File: src/hw/rtl/lgs_pkg.sv
// ----------------------------------------------------------------------------
// lgs_pkg: shared definitions for the Life generation step core
//
// Board geometry, register map and the row update function that turns three
// neighboring board rows into one row of the next generation.
// ----------------------------------------------------------------------------
`default_nettype none

package lgs_pkg;

   localparam int MAX_SIDE = 64;
   localparam int ROW_W    = 64;
   localparam int IDX_W    = $clog2(MAX_SIDE);
   localparam int SIDE_W   = IDX_W + 1;
   localparam int COUNT_W  = 4;

   localparam logic [SIDE_W-1:0] BOARD_SIZE_RESET = SIDE_W'(MAX_SIDE);

   // Life rule thresholds.
   localparam logic [COUNT_W-1:0] KEEP_COUNT  = COUNT_W'(2);
   localparam logic [COUNT_W-1:0] BIRTH_COUNT = COUNT_W'(3);

   // Register map: 32-bit registers at word addresses; board_size is the only one.
   localparam int CSR_DATA_W  = 32;
   localparam int CSR_ADDR_W  = 3;
   localparam int CSR_IDX_LSB = 2;
   localparam logic [CSR_ADDR_W-CSR_IDX_LSB-1:0] REG_BOARD_SIZE = '0;

   // Board side actually used: zero counts as one, anything above the maximum
   // is clamped.
   function automatic logic [SIDE_W-1:0] side_in_use(input logic [SIDE_W-1:0] size);
      logic [SIDE_W-1:0] s;
      s = size;
      if (s == '0) begin
         s = SIDE_W'(1);
      end
      if (s > SIDE_W'(MAX_SIDE)) begin
         s = SIDE_W'(MAX_SIDE);
      end
      return s;
   endfunction

   // Bit c takes the cell at column c-1, with column 0 wrapping to side-1.
   function automatic logic [ROW_W-1:0] from_lower(input logic [ROW_W-1:0] w,
                                                   input logic [SIDE_W-1:0] side);
      logic [IDX_W-1:0] last;
      last = IDX_W'(side - SIDE_W'(1));
      return {w[ROW_W-2:0], w[last]};
   endfunction

   // Bit c takes the cell at column c+1, with column side-1 wrapping to 0.
   function automatic logic [ROW_W-1:0] from_upper(input logic [ROW_W-1:0] w,
                                                   input logic [SIDE_W-1:0] side);
      logic [IDX_W-1:0] last;
      logic [ROW_W-1:0] res;
      last = IDX_W'(side - SIDE_W'(1));
      for (int c = 0; c < ROW_W - 1; c++) begin
         res[c] = (IDX_W'(c) == last) ? w[0] : w[c+1];
      end
      res[ROW_W-1] = w[0];
      return res;
   endfunction

   // One row of the next generation from the rows above, at and below it.
   // Every column is an independent lane.
   function automatic logic [ROW_W-1:0] life_row(input logic [ROW_W-1:0] above,
                                                 input logic [ROW_W-1:0] here,
                                                 input logic [ROW_W-1:0] below,
                                                 input logic [SIDE_W-1:0] side);
      logic [ROW_W-1:0] al, ar, hl, hr, bl, br;
      logic [ROW_W-1:0] res;
      logic [COUNT_W-1:0] cnt;
      al = from_lower(above, side);
      ar = from_upper(above, side);
      hl = from_lower(here, side);
      hr = from_upper(here, side);
      bl = from_lower(below, side);
      br = from_upper(below, side);
      for (int c = 0; c < ROW_W; c++) begin
         cnt = COUNT_W'(al[c]) + COUNT_W'(above[c]) + COUNT_W'(ar[c])
             + COUNT_W'(hl[c]) + COUNT_W'(hr[c])
             + COUNT_W'(bl[c]) + COUNT_W'(below[c]) + COUNT_W'(br[c]);
         res[c] = ((cnt == BIRTH_COUNT) || ((cnt == KEEP_COUNT) && here[c]))
                  && (SIDE_W'(c) < side);
      end
      return res;
   endfunction

endpackage

`default_nettype wire

File: src/hw/rtl/life_generation_step_core.sv
// ----------------------------------------------------------------------------
// life_generation_step_core: one generation of Life on a toroidal board
//
// Loads a square board row by row, then emits the next generation row by row.
// ----------------------------------------------------------------------------
// Each accepted word is one board row. The word that completes the board (the
// count of loaded rows reaching board_size) starts the update: the block stops
// accepting rows and emits board_size result words, row 0 first, with
// last_row set on the final one. Rows are read back from a single-read-port
// row RAM and go one at a time through a shared 64-column row update unit, so
// each result word goes through a read, an update and a present step. Before
// the first one, two extra read and capture steps fill the three-row window.
// Stalls on the result side hold the block in the present step. Row loading
// resumes in the cycle after the last result word is taken. board_size of 0
// acts as 1, values above 64 act as 64; bits at and above the side are ignored
// on input and zero on output.
`default_nettype none

module life_generation_step_core (
   input  wire logic                                     clock,
   input  wire logic                                     reset,
   // Row input
   input  wire logic                                     req_valid,
   output logic                                          req_stall,
   input  wire logic [lgs_pkg::ROW_W-1:0]                req_row_bits,
   // Result output
   output logic                                          rsp_valid,
   input  wire logic                                     rsp_stall,
   output logic      [lgs_pkg::ROW_W-1:0]                rsp_next_row_bits,
   output logic      [lgs_pkg::IDX_W-1:0]                rsp_row_number,
   output logic                                          rsp_last_row,
   // Register port
   input  wire logic                                     csr_psel,
   input  wire logic                                     csr_penable,
   input  wire logic                                     csr_pwrite,
   input  wire logic [lgs_pkg::CSR_ADDR_W-1:0]           csr_paddr,
   input  wire logic [lgs_pkg::CSR_DATA_W-1:0]           csr_pwdata,
   output logic      [lgs_pkg::CSR_DATA_W-1:0]           csr_prdata,
   output logic                                          csr_pready
);

   typedef enum logic [1:0] {
      ST_LOAD,
      ST_FETCH,
      ST_CAPTURE,
      ST_EMIT
   } state_type;

   state_type                       state_ff, state_in;
   logic [lgs_pkg::SIDE_W-1:0]      board_size_ff, board_size_in;
   logic [lgs_pkg::SIDE_W-1:0]      rows_loaded_ff, rows_loaded_in;
   logic [lgs_pkg::IDX_W-1:0]       rd_addr_ff, rd_addr_in;
   logic [1:0]                      fill_cnt_ff, fill_cnt_in;
   logic [lgs_pkg::IDX_W-1:0]       out_row_ff, out_row_in;
   logic [lgs_pkg::ROW_W-1:0]       prev_ff, prev_in;
   logic [lgs_pkg::ROW_W-1:0]       cur_ff, cur_in;
   logic [lgs_pkg::ROW_W-1:0]       rsp_row_ff, rsp_row_in;

   logic [lgs_pkg::SIDE_W-1:0]      side;
   logic [lgs_pkg::IDX_W-1:0]       last_idx;
   logic [lgs_pkg::SIDE_W-1:0]      rows_next;
   logic                            req_accept;
   logic                            csr_write;
   logic                            csr_hit;
   logic                            ram_rd_en;
   logic [lgs_pkg::ROW_W-1:0]       ram_rd_data;
   logic [lgs_pkg::ROW_W-1:0]       update_row;

   assign side      = lgs_pkg::side_in_use(board_size_ff);
   assign last_idx  = lgs_pkg::IDX_W'(side - lgs_pkg::SIDE_W'(1));
   assign rows_next = rows_loaded_ff + lgs_pkg::SIDE_W'(1);

   assign req_stall  = (state_ff != ST_LOAD);
   assign req_accept = req_valid && !req_stall;

   assign csr_pready = 1'b1;
   assign csr_hit    = (csr_paddr[lgs_pkg::CSR_ADDR_W-1:lgs_pkg::CSR_IDX_LSB]
                        == lgs_pkg::REG_BOARD_SIZE);
   assign csr_write  = csr_psel && csr_penable && csr_pwrite && csr_pready;
   assign csr_prdata = csr_hit ? lgs_pkg::CSR_DATA_W'(board_size_ff) : '0;

   assign ram_rd_en = (state_ff == ST_FETCH);

   lgs_ram #(
      .WIDTH (lgs_pkg::ROW_W),
      .DEPTH (lgs_pkg::MAX_SIDE)
   ) u_board_ram (
      .clock   (clock),
      .wr_en   (req_accept),
      .wr_addr (rows_loaded_ff[lgs_pkg::IDX_W-1:0]),
      .wr_data (req_row_bits),
      .rd_en   (ram_rd_en),
      .rd_addr (rd_addr_ff),
      .rd_data (ram_rd_data)
   );

   // Shared row update unit: window rows above and at the target row, with
   // the row below arriving straight from the RAM.
   assign update_row = lgs_pkg::life_row(prev_ff, cur_ff, ram_rd_data, side);

   always_comb begin
      state_in       = state_ff;
      board_size_in  = board_size_ff;
      rows_loaded_in = rows_loaded_ff;
      rd_addr_in     = rd_addr_ff;
      fill_cnt_in    = fill_cnt_ff;
      out_row_in     = out_row_ff;
      prev_in        = prev_ff;
      cur_in         = cur_ff;
      rsp_row_in     = rsp_row_ff;

      if (csr_write && csr_hit) begin
         board_size_in = csr_pwdata[lgs_pkg::SIDE_W-1:0];
      end

      case (state_ff)
         ST_LOAD: begin
            if (req_accept) begin
               if (rows_next >= side) begin
                  // Board complete: start reading at the row above row 0.
                  rows_loaded_in = '0;
                  rd_addr_in     = last_idx;
                  fill_cnt_in    = '0;
                  out_row_in     = '0;
                  state_in       = ST_FETCH;
               end else begin
                  rows_loaded_in = rows_next;
               end
            end
         end
         ST_FETCH: begin
            rd_addr_in = (rd_addr_ff == last_idx) ? '0 : rd_addr_ff + lgs_pkg::IDX_W'(1);
            state_in   = ST_CAPTURE;
         end
         ST_CAPTURE: begin
            prev_in = cur_ff;
            cur_in  = ram_rd_data;
            if (fill_cnt_ff == 2'd2) begin
               rsp_row_in = update_row;
               state_in   = ST_EMIT;
            end else begin
               fill_cnt_in = fill_cnt_ff + 2'd1;
               state_in    = ST_FETCH;
            end
         end
         ST_EMIT: begin
            if (!rsp_stall) begin
               if (out_row_ff == last_idx) begin
                  state_in = ST_LOAD;
               end else begin
                  out_row_in = out_row_ff + lgs_pkg::IDX_W'(1);
                  state_in   = ST_FETCH;
               end
            end
         end
         default: begin
            state_in = ST_LOAD;
         end
      endcase
   end

   always_ff @(posedge clock) begin
      if (reset) begin
         state_ff       <= ST_LOAD;
         board_size_ff  <= lgs_pkg::BOARD_SIZE_RESET;
         rows_loaded_ff <= '0;
         rd_addr_ff     <= '0;
         fill_cnt_ff    <= '0;
         out_row_ff     <= '0;
      end else begin
         state_ff       <= state_in;
         board_size_ff  <= board_size_in;
         rows_loaded_ff <= rows_loaded_in;
         rd_addr_ff     <= rd_addr_in;
         fill_cnt_ff    <= fill_cnt_in;
         out_row_ff     <= out_row_in;
      end
      prev_ff    <= prev_in;
      cur_ff     <= cur_in;
      rsp_row_ff <= rsp_row_in;
   end

   assign rsp_valid         = (state_ff == ST_EMIT);
   assign rsp_next_row_bits = rsp_row_ff;
   assign rsp_row_number    = out_row_ff;
   assign rsp_last_row      = (out_row_ff == last_idx);

endmodule

`default_nettype wire

File: src/hw/rtl/lgs_ram.sv
// ----------------------------------------------------------------------------
// lgs_ram: generic single-port-write, single-port-read RAM
//
// One write and one read per cycle; read data is registered.
// ----------------------------------------------------------------------------
`default_nettype none

module lgs_ram #(
   parameter int WIDTH  = 64,
   parameter int DEPTH  = 64,
   parameter int ADDR_W = $clog2(DEPTH)
) (
   input  wire logic              clock,
   input  wire logic              wr_en,
   input  wire logic [ADDR_W-1:0] wr_addr,
   input  wire logic [WIDTH-1:0]  wr_data,
   input  wire logic              rd_en,
   input  wire logic [ADDR_W-1:0] rd_addr,
   output logic      [WIDTH-1:0]  rd_data
);

   logic [WIDTH-1:0] mem_ff [DEPTH];
   logic [WIDTH-1:0] rd_data_ff;

   always_ff @(posedge clock) begin
      if (wr_en) begin
         mem_ff[wr_addr] <= wr_data;
      end
      if (rd_en) begin
         rd_data_ff <= mem_ff[rd_addr];
      end
   end

   assign rd_data = rd_data_ff;

endmodule

`default_nettype wire

File: config.mk
export PLATFORM = sky130hd
export DESIGN_NAME = life_generation_step_core
export DESIGN_NICKNAME = d
export VERILOG_FILES = /design/src/hw/rtl/lgs_pkg.sv /design/src/hw/rtl/life_generation_step_core.sv /design/src/hw/rtl/lgs_ram.sv
export SDC_FILE = /design/constraint.sdc
export NUM_CORES = 2
export LEC_CHECK = 0
export BUFFER_PORTS_ARGS = -buffer_cell sky130_fd_sc_hd__buf_2
export CAP_MARGIN = 20
export CORE_MARGIN = 2
export CORE_UTILIZATION = 45
export DETAILED_ROUTE_END_ITERATION = 10
export PLACE_DENSITY_LB_ADDON = 0.25
export SYNTH_ARGS = -nofsm -noshare
export SYNTH_HDL_FRONTEND = slang
export SYNTH_HIERARCHICAL = 1
export SYNTH_SLANG_ARGS = --single-unit
export TNS_END_PERCENT = 1
File: constraint.sdc
create_clock -name clock -period 14 [get_ports clock]
set_clock_uncertainty 0.1 [all_clocks]
set_input_delay 2.8 -clock clock [delete_from_list [all_inputs] [get_ports clock]]
set_output_delay 2.8 -clock clock [all_outputs]
set_load 0.1 [all_outputs]
-- Word-level counts from Yosys, hierarchy flattened
Memory sizes are Yosys's and may differ from the RTL's. A register that Yosys moved wholly into a read port is not among the register bits.
Cells that the tools add are included.
- bitwise gates (word level): 1
- add/subtract/negate cells: 453
- multiplexer cells: 220
- reduce and logical (&&, ||, !) cells: 210
- order comparisons: 67
- equal/unequal tests: 201
- operators by type and width (cell ; number):
    adder 4 x 1 -> 4 bit ; 256
    == test 4 x 2 -> 1 bit (second input constant) ; 128
    adder 3 x 1 -> 4 bit ; 64
    less-than comparator 6 x 7 -> 1 bit (first input constant) ; 32
    2-to-1 mux 1 bit ; 195
    adder 2 x 1 -> 3 bit ; 64
    == test 6 bit (first input constant) ; 31
    logical AND 1 bit ; 132
    adder 1 x 1 -> 2 bit ; 64
    less-than comparator 5 x 7 -> 1 bit (first input constant) ; 16
    == test 5 x 6 -> 1 bit (first input constant) ; 16
    logical OR 1 bit ; 64
    less-than comparator 4 x 7 -> 1 bit (first input constant) ; 8
    == test 4 x 6 -> 1 bit (first input constant) ; 8
    2-to-1 mux 6 bit ; 7
    less-than comparator 3 x 7 -> 1 bit (first input constant) ; 4
    2-to-1 mux 7 bit ; 4
    == test 3 x 6 -> 1 bit (first input constant) ; 4
    case mux 6 bit (2 select lines) ; 2
    binary-select mux 1 bit (select 6 bit) ; 3
    less-than comparator 1 x 7 -> 1 bit (first input constant) ; 2
    less-than comparator 2 x 7 -> 1 bit (first input constant) ; 2
    2-to-1 mux 2 bit ; 7
    adder 6 x 1 -> 6 bit (second input constant) ; 2
    other kinds (24) ; 37
- RAM bits: 4096
- register bits after elaboration: 222
- logic and storage cells: 1162
- input port bits: 106
- memories: 1
- memory list (name ; depth ; bits a word ; read ports ; clocked after memory_dff ; write ports ; RTL line ; source):
    u_board_ram.mem_ff ; 64 ; 64 ; 1 ; 1 ; 1 ; lgs_ram.sv:22 ; logic [WIDTH-1:0] mem_ff [DEPTH];

-- Depth between registers and ports, before layout
- word-level depth: 18
- gate-level depth with buffers: 25

-- By module
The synthesis kept the hierarchy.
- by module, submodules not included (module ; times used ; seq. area each (µm²) ; area an instance (µm²) ; cells each):
    lgs_ram ; 1 ; 124919.8 ; 157528.6 ; 6812
    life_generation_step_core ; 1 ; 6366.1 ; 22311.4 ; 1954

-- Worst setup path before layout
OpenSTA, ideal clock, no wires.
- path kind: in2reg
- from: in req_valid
- to: mem u_board_ram.mem_ff[48][0], enable pin
- data required time: 13.335 ns
- stages on the path: 4
- buffers on the path: 0
- arrival: 7.810 ns
- slack: 5.525 ns
- path through: nand3_1 > inv_1 > nand2_1 > nor3_1
- longest elaborated chain between the ends: 3
- RTL lines (what ; RTL line ; source):
    start, declared ; life_generation_step_core.sv:23 ; input wire logic req_valid,
    logical AND 1 bit ; life_generation_step_core.sv:74 ; assign req_accept = req_valid && !req_stall;
    named net req_accept ; life_generation_step_core.sv:62 ; logic req_accept;
    2-to-1 mux 1 bit ; lgs_ram.sv:26 ; if (wr_en) begin
    2-to-1 mux 1 bit (implied by the code) ; lgs_ram.sv:27 ; mem_ff[wr_addr] <= wr_data;
    end, declared ; lgs_ram.sv:22 ;
The timed path passes the listed nets, and every way through them passes these cells.

-- Final worst setup path
- from: reg board_size_ff[6] (netlist bit)
- to: out rsp_last_row
- longest elaborated chain between the ends: 6
- RTL lines (what ; RTL line ; source):
    start, declared ; life_generation_step_core.sv:50 ; logic [lgs_pkg::SIDE_W-1:0] board_size_ff, board_size_in;
    start signal, assigned ; life_generation_step_core.sv:165 ; board_size_ff <= lgs_pkg::BOARD_SIZE_RESET;
    start signal, assigned ; life_generation_step_core.sv:172 ; board_size_ff <= board_size_in;
    logical NOT 7 bit ; lgs_pkg.sv:34 ; if (s == '0) begin
    2-to-1 mux 7 bit * ; lgs_pkg.sv:34 ;
    > comparator 7 bit ; lgs_pkg.sv:37 ; if (s > SIDE_W'(MAX_SIDE)) begin
    2-to-1 mux 7 bit * ; lgs_pkg.sv:37 ;
    subtractor 6 x 1 -> 6 bit * ; life_generation_step_core.sv:70 ; assign last_idx = lgs_pkg::IDX_W'(side - lgs_pkg::SIDE_W'(1));
    == test 6 bit * ; life_generation_step_core.sv:186 ; assign rsp_last_row = (out_row_ff == last_idx);
    end, declared ; life_generation_step_core.sv:31 ; output logic rsp_last_row,
Every way passes the cells marked *; elsewhere a longest branch is shown, timed or not.

==> run_results.csv <==
group,metric,value,unit
timing,setup_violations,0,
timing,whs,379,ps
grt,grt_max_degree,108,
yosys,synth_warnings,6,
cts,post-cts-setup-buffer-count,0,
placed_design,gp_congestion,0.866,
placed_design,postPlaceCellArea,188000,um2
cts,cts_sinks,4382,
routing,ant_nets,0,
timing,rsz0062_at_grt,"false",
cts,cts_hold_buf,0,
timing,fin_crit,7940,ps
timing,post-route-period-util,56.7,%
floorplan,die-width,636,um
grt,grtUsageTotal,24.6,%
setup_path,path_class,"flip-flop to primary output",
yosys,seq_area_frac_synth,73.0,%
pwr,p_leak,62.8,nW
floorplan,dieHeight,636,um
grt,grt_antenna_before_repair,47,
yosys,syn_inst,8766,
yosys,ys_top_cells_by_area,"edfxtp_1, mux4_2, fa_1, mux2i_1, ha_1",
setup_path,worst-path-max-fanout,24,
grt,grt_pass1_vias,93300,
timing,worst_slack,6060,ps
yosys,synth_cell_type_count,72,
pwr,p_per_area,134,nW/um2
floorplan,dieArea,405000,um2
layout,final_cells,14800,
placed_design,port_buffers,158,
timing,slew_headroom,19.0,%
floorplan,start_util,45.1,%
yosys,async_reset_ff_share,0,%
routing,vias,93200,
layout,fill_cells,31300,
floorplan,coreArea,399000,um2
setup_path,start_kind,"flip-flop",
placed_design,place_ws,6210,ps
hold_path,min_path_type,"flip-flop to flip-flop",
setup_path,cp.required,11100,ps
grt,grt_pass1_wl,708000,um
yosys,synth_top_area_cell,"edfxtp_1",
run_status,status,"finished clean",
setup_path,worst_ep_arrival_time,5040,ps
cts,clock_latency,1000,ps
routing,viasPerCell,6.29,
grt,grt_overflow_total,0,
cts,cts_buffers,435,
layout,area_growth,12.4,%
timing,fmax,0.126,GHz
yosys,synth_edf_count,4352,
timing,worst_slew_pin_slew,1220,ps
timing,finalSetupTns,0,ps
layout,drive_gt1_share,23.7,%
floorplan,ios,212,
routing,wire_per_inst,33.9,um
cts,cts_tree,"done",
cts,clk_pin_slew,60,ps
cts,h-tree-depth,5,
routing,firstDrtPassIters,6,
routing,drc,0,
cts,cts_resized,0,
yosys,syn_area,180000,um2
layout,fin_nets,9759,
timing,hold_viol_final,0,
yosys,netlist.area_leader.share,72.7,%
routing,wirelength,502000,um
layout,final_cell_area,202000,um2
timing,drv_slew,0,
yosys,ys_ff_latch,4382,
pwr,totalPowerFinal,27.1,mW
pwr,ir_drop,0.126,mV
yosys,avgSynthCellArea,20.5,um2
routing,drt-initial-drc-count,12000,
flow_run,maxCapViolCount,0,
cts,cts_buffer_depth,4,
floorplan,rows,232,
placed_design,hpwl,286000,um
placed_design,placedCellCount,14000,
layout,final_util,50.7,%
cts,clockRootBuffer,"clkbuf_16",
setup_path,cp-end-kind,"primary output",
yosys,ys.flop_type,"edfxtp_1",
-- kinds of logic after synthesis --
family,Yosys count,synth area share (%)
XOR/XNOR,15,0.0807
flip-flops,4382,73.0
adder cells (fa/ha/maj),464,4.30
buffers and inverters,708,1.84
multiplexers,1386,15.2
AND/OR/NAND/NOR,1044,2.80
AO/OA/AOI/OAI,765,2.78
other,2,0.00418
-- critical path, cell delays in order, from the launching register on --
cell       delay, ps
dfxtp_1          300
buf_4            290
or2_2            460
nor3_1           220
a21oi_4          150
buf_4            310
ha_1             500
nand4bb_1        150
a21oi_1          520
nor3_1           110
nor3b_1          360
and2_1           240
buf_2            450
-- sequential cells by signal, summed over array words and instances (netlist names), 6 cells and up --
name	count
u_board_ram/mem_ff	4096
rsp_row_number	6
cur_ff	64
u_board_ram/rd_data	64
rows_loaded_ff	7
rd_addr_ff	6
board_size_ff	7
rsp_next_row_bits	64
prev_ff	64
-- cell usage in the layout, fill, tap and decap left out, drive strengths merged, types with 196 or more instances in the layout --
cell | synthesis | layout
mux4 | 1072 | 1072
mux2i | 286 | 286
edfxtp | 4352 | 4352
nand3 | 310 | 310
clkinv | 0 | 202
buf | 280 | 451
clkbuf | 209 | 544
nor2 | 196 | 196
fa | 256 | 256
ha | 208 | 208
inv | 219 | 235
nand2 | 265 | 265
-- layer usage --
layer  global-route usage [%]  wire length [um]  vias up
met1                     35.3            200000    50400
li1                         -                 -    37000
met3                     5.17             52200      802
met2                     38.3            234000     4921
met4                     6.87             15100       30
met5                        0               185        -
-- cells in the mapped netlist, drive strengths merged (5+ instances only) --
library cell and number:
nand2b 20, inv 219, o211ai 13, ha 208, xor2 5, or2 16
edfxtp 4352, nor3 22, nor2b 27, a22oi 148, o21ai 178, o2111a 15
o2111ai 20, mux2 28, clkbuf 209, nor2 196, nand4 84, buf 280
nand3 310, o221ai 28, nand2 265, xnor2 9, mux2i 286, o22ai 82
nand3b 7, a21oi 113, dfxtp 30, and3 17, and2 7, a2111oi 9
mux4 1072, o21a 62, fa 256, a31oi 58, or3 65, a211oi 17
-- report_power, final --
part | internal, mW | total, mW | leakage [nW] | switching (mW)
logic | 0.417 | 1.22 | 16.7 | 0.805
clock network | 6.34 | 11.3 | 6.71 | 5.00
registers | 14.5 | 14.5 | 39.4 | 0.0273
-- area by class of cell --
class	count	area, um2	share of cell area, %
clock inverters	256	2390	1.18
diodes	12	30.0	0.0149
repair buffers	451	3630	1.79
multi-input cells	3700	45900	22.7
clock buffers	544	11400	5.63
well taps	5265	6590	3.26
inverters	219	822	0.407
flip-flops and latches	4382	131000	65.0
-- path summary, 6_finish.rpt --
path                                  startpoint               endpoint  depth (start not counted)  slack, ps
worst min-delay path              fill_cnt_ff[0]         fill_cnt_ff[0]                          2        380
worst max-delay path            board_size_ff[6]           rsp_last_row                         12       6060
worst min register to register    fill_cnt_ff[0]         fill_cnt_ff[0]                          2        380
worst max register to register  board_size_ff[6]  rsp_next_row_bits[46]                         20       6250
Power figures use the tool's default switching activity.
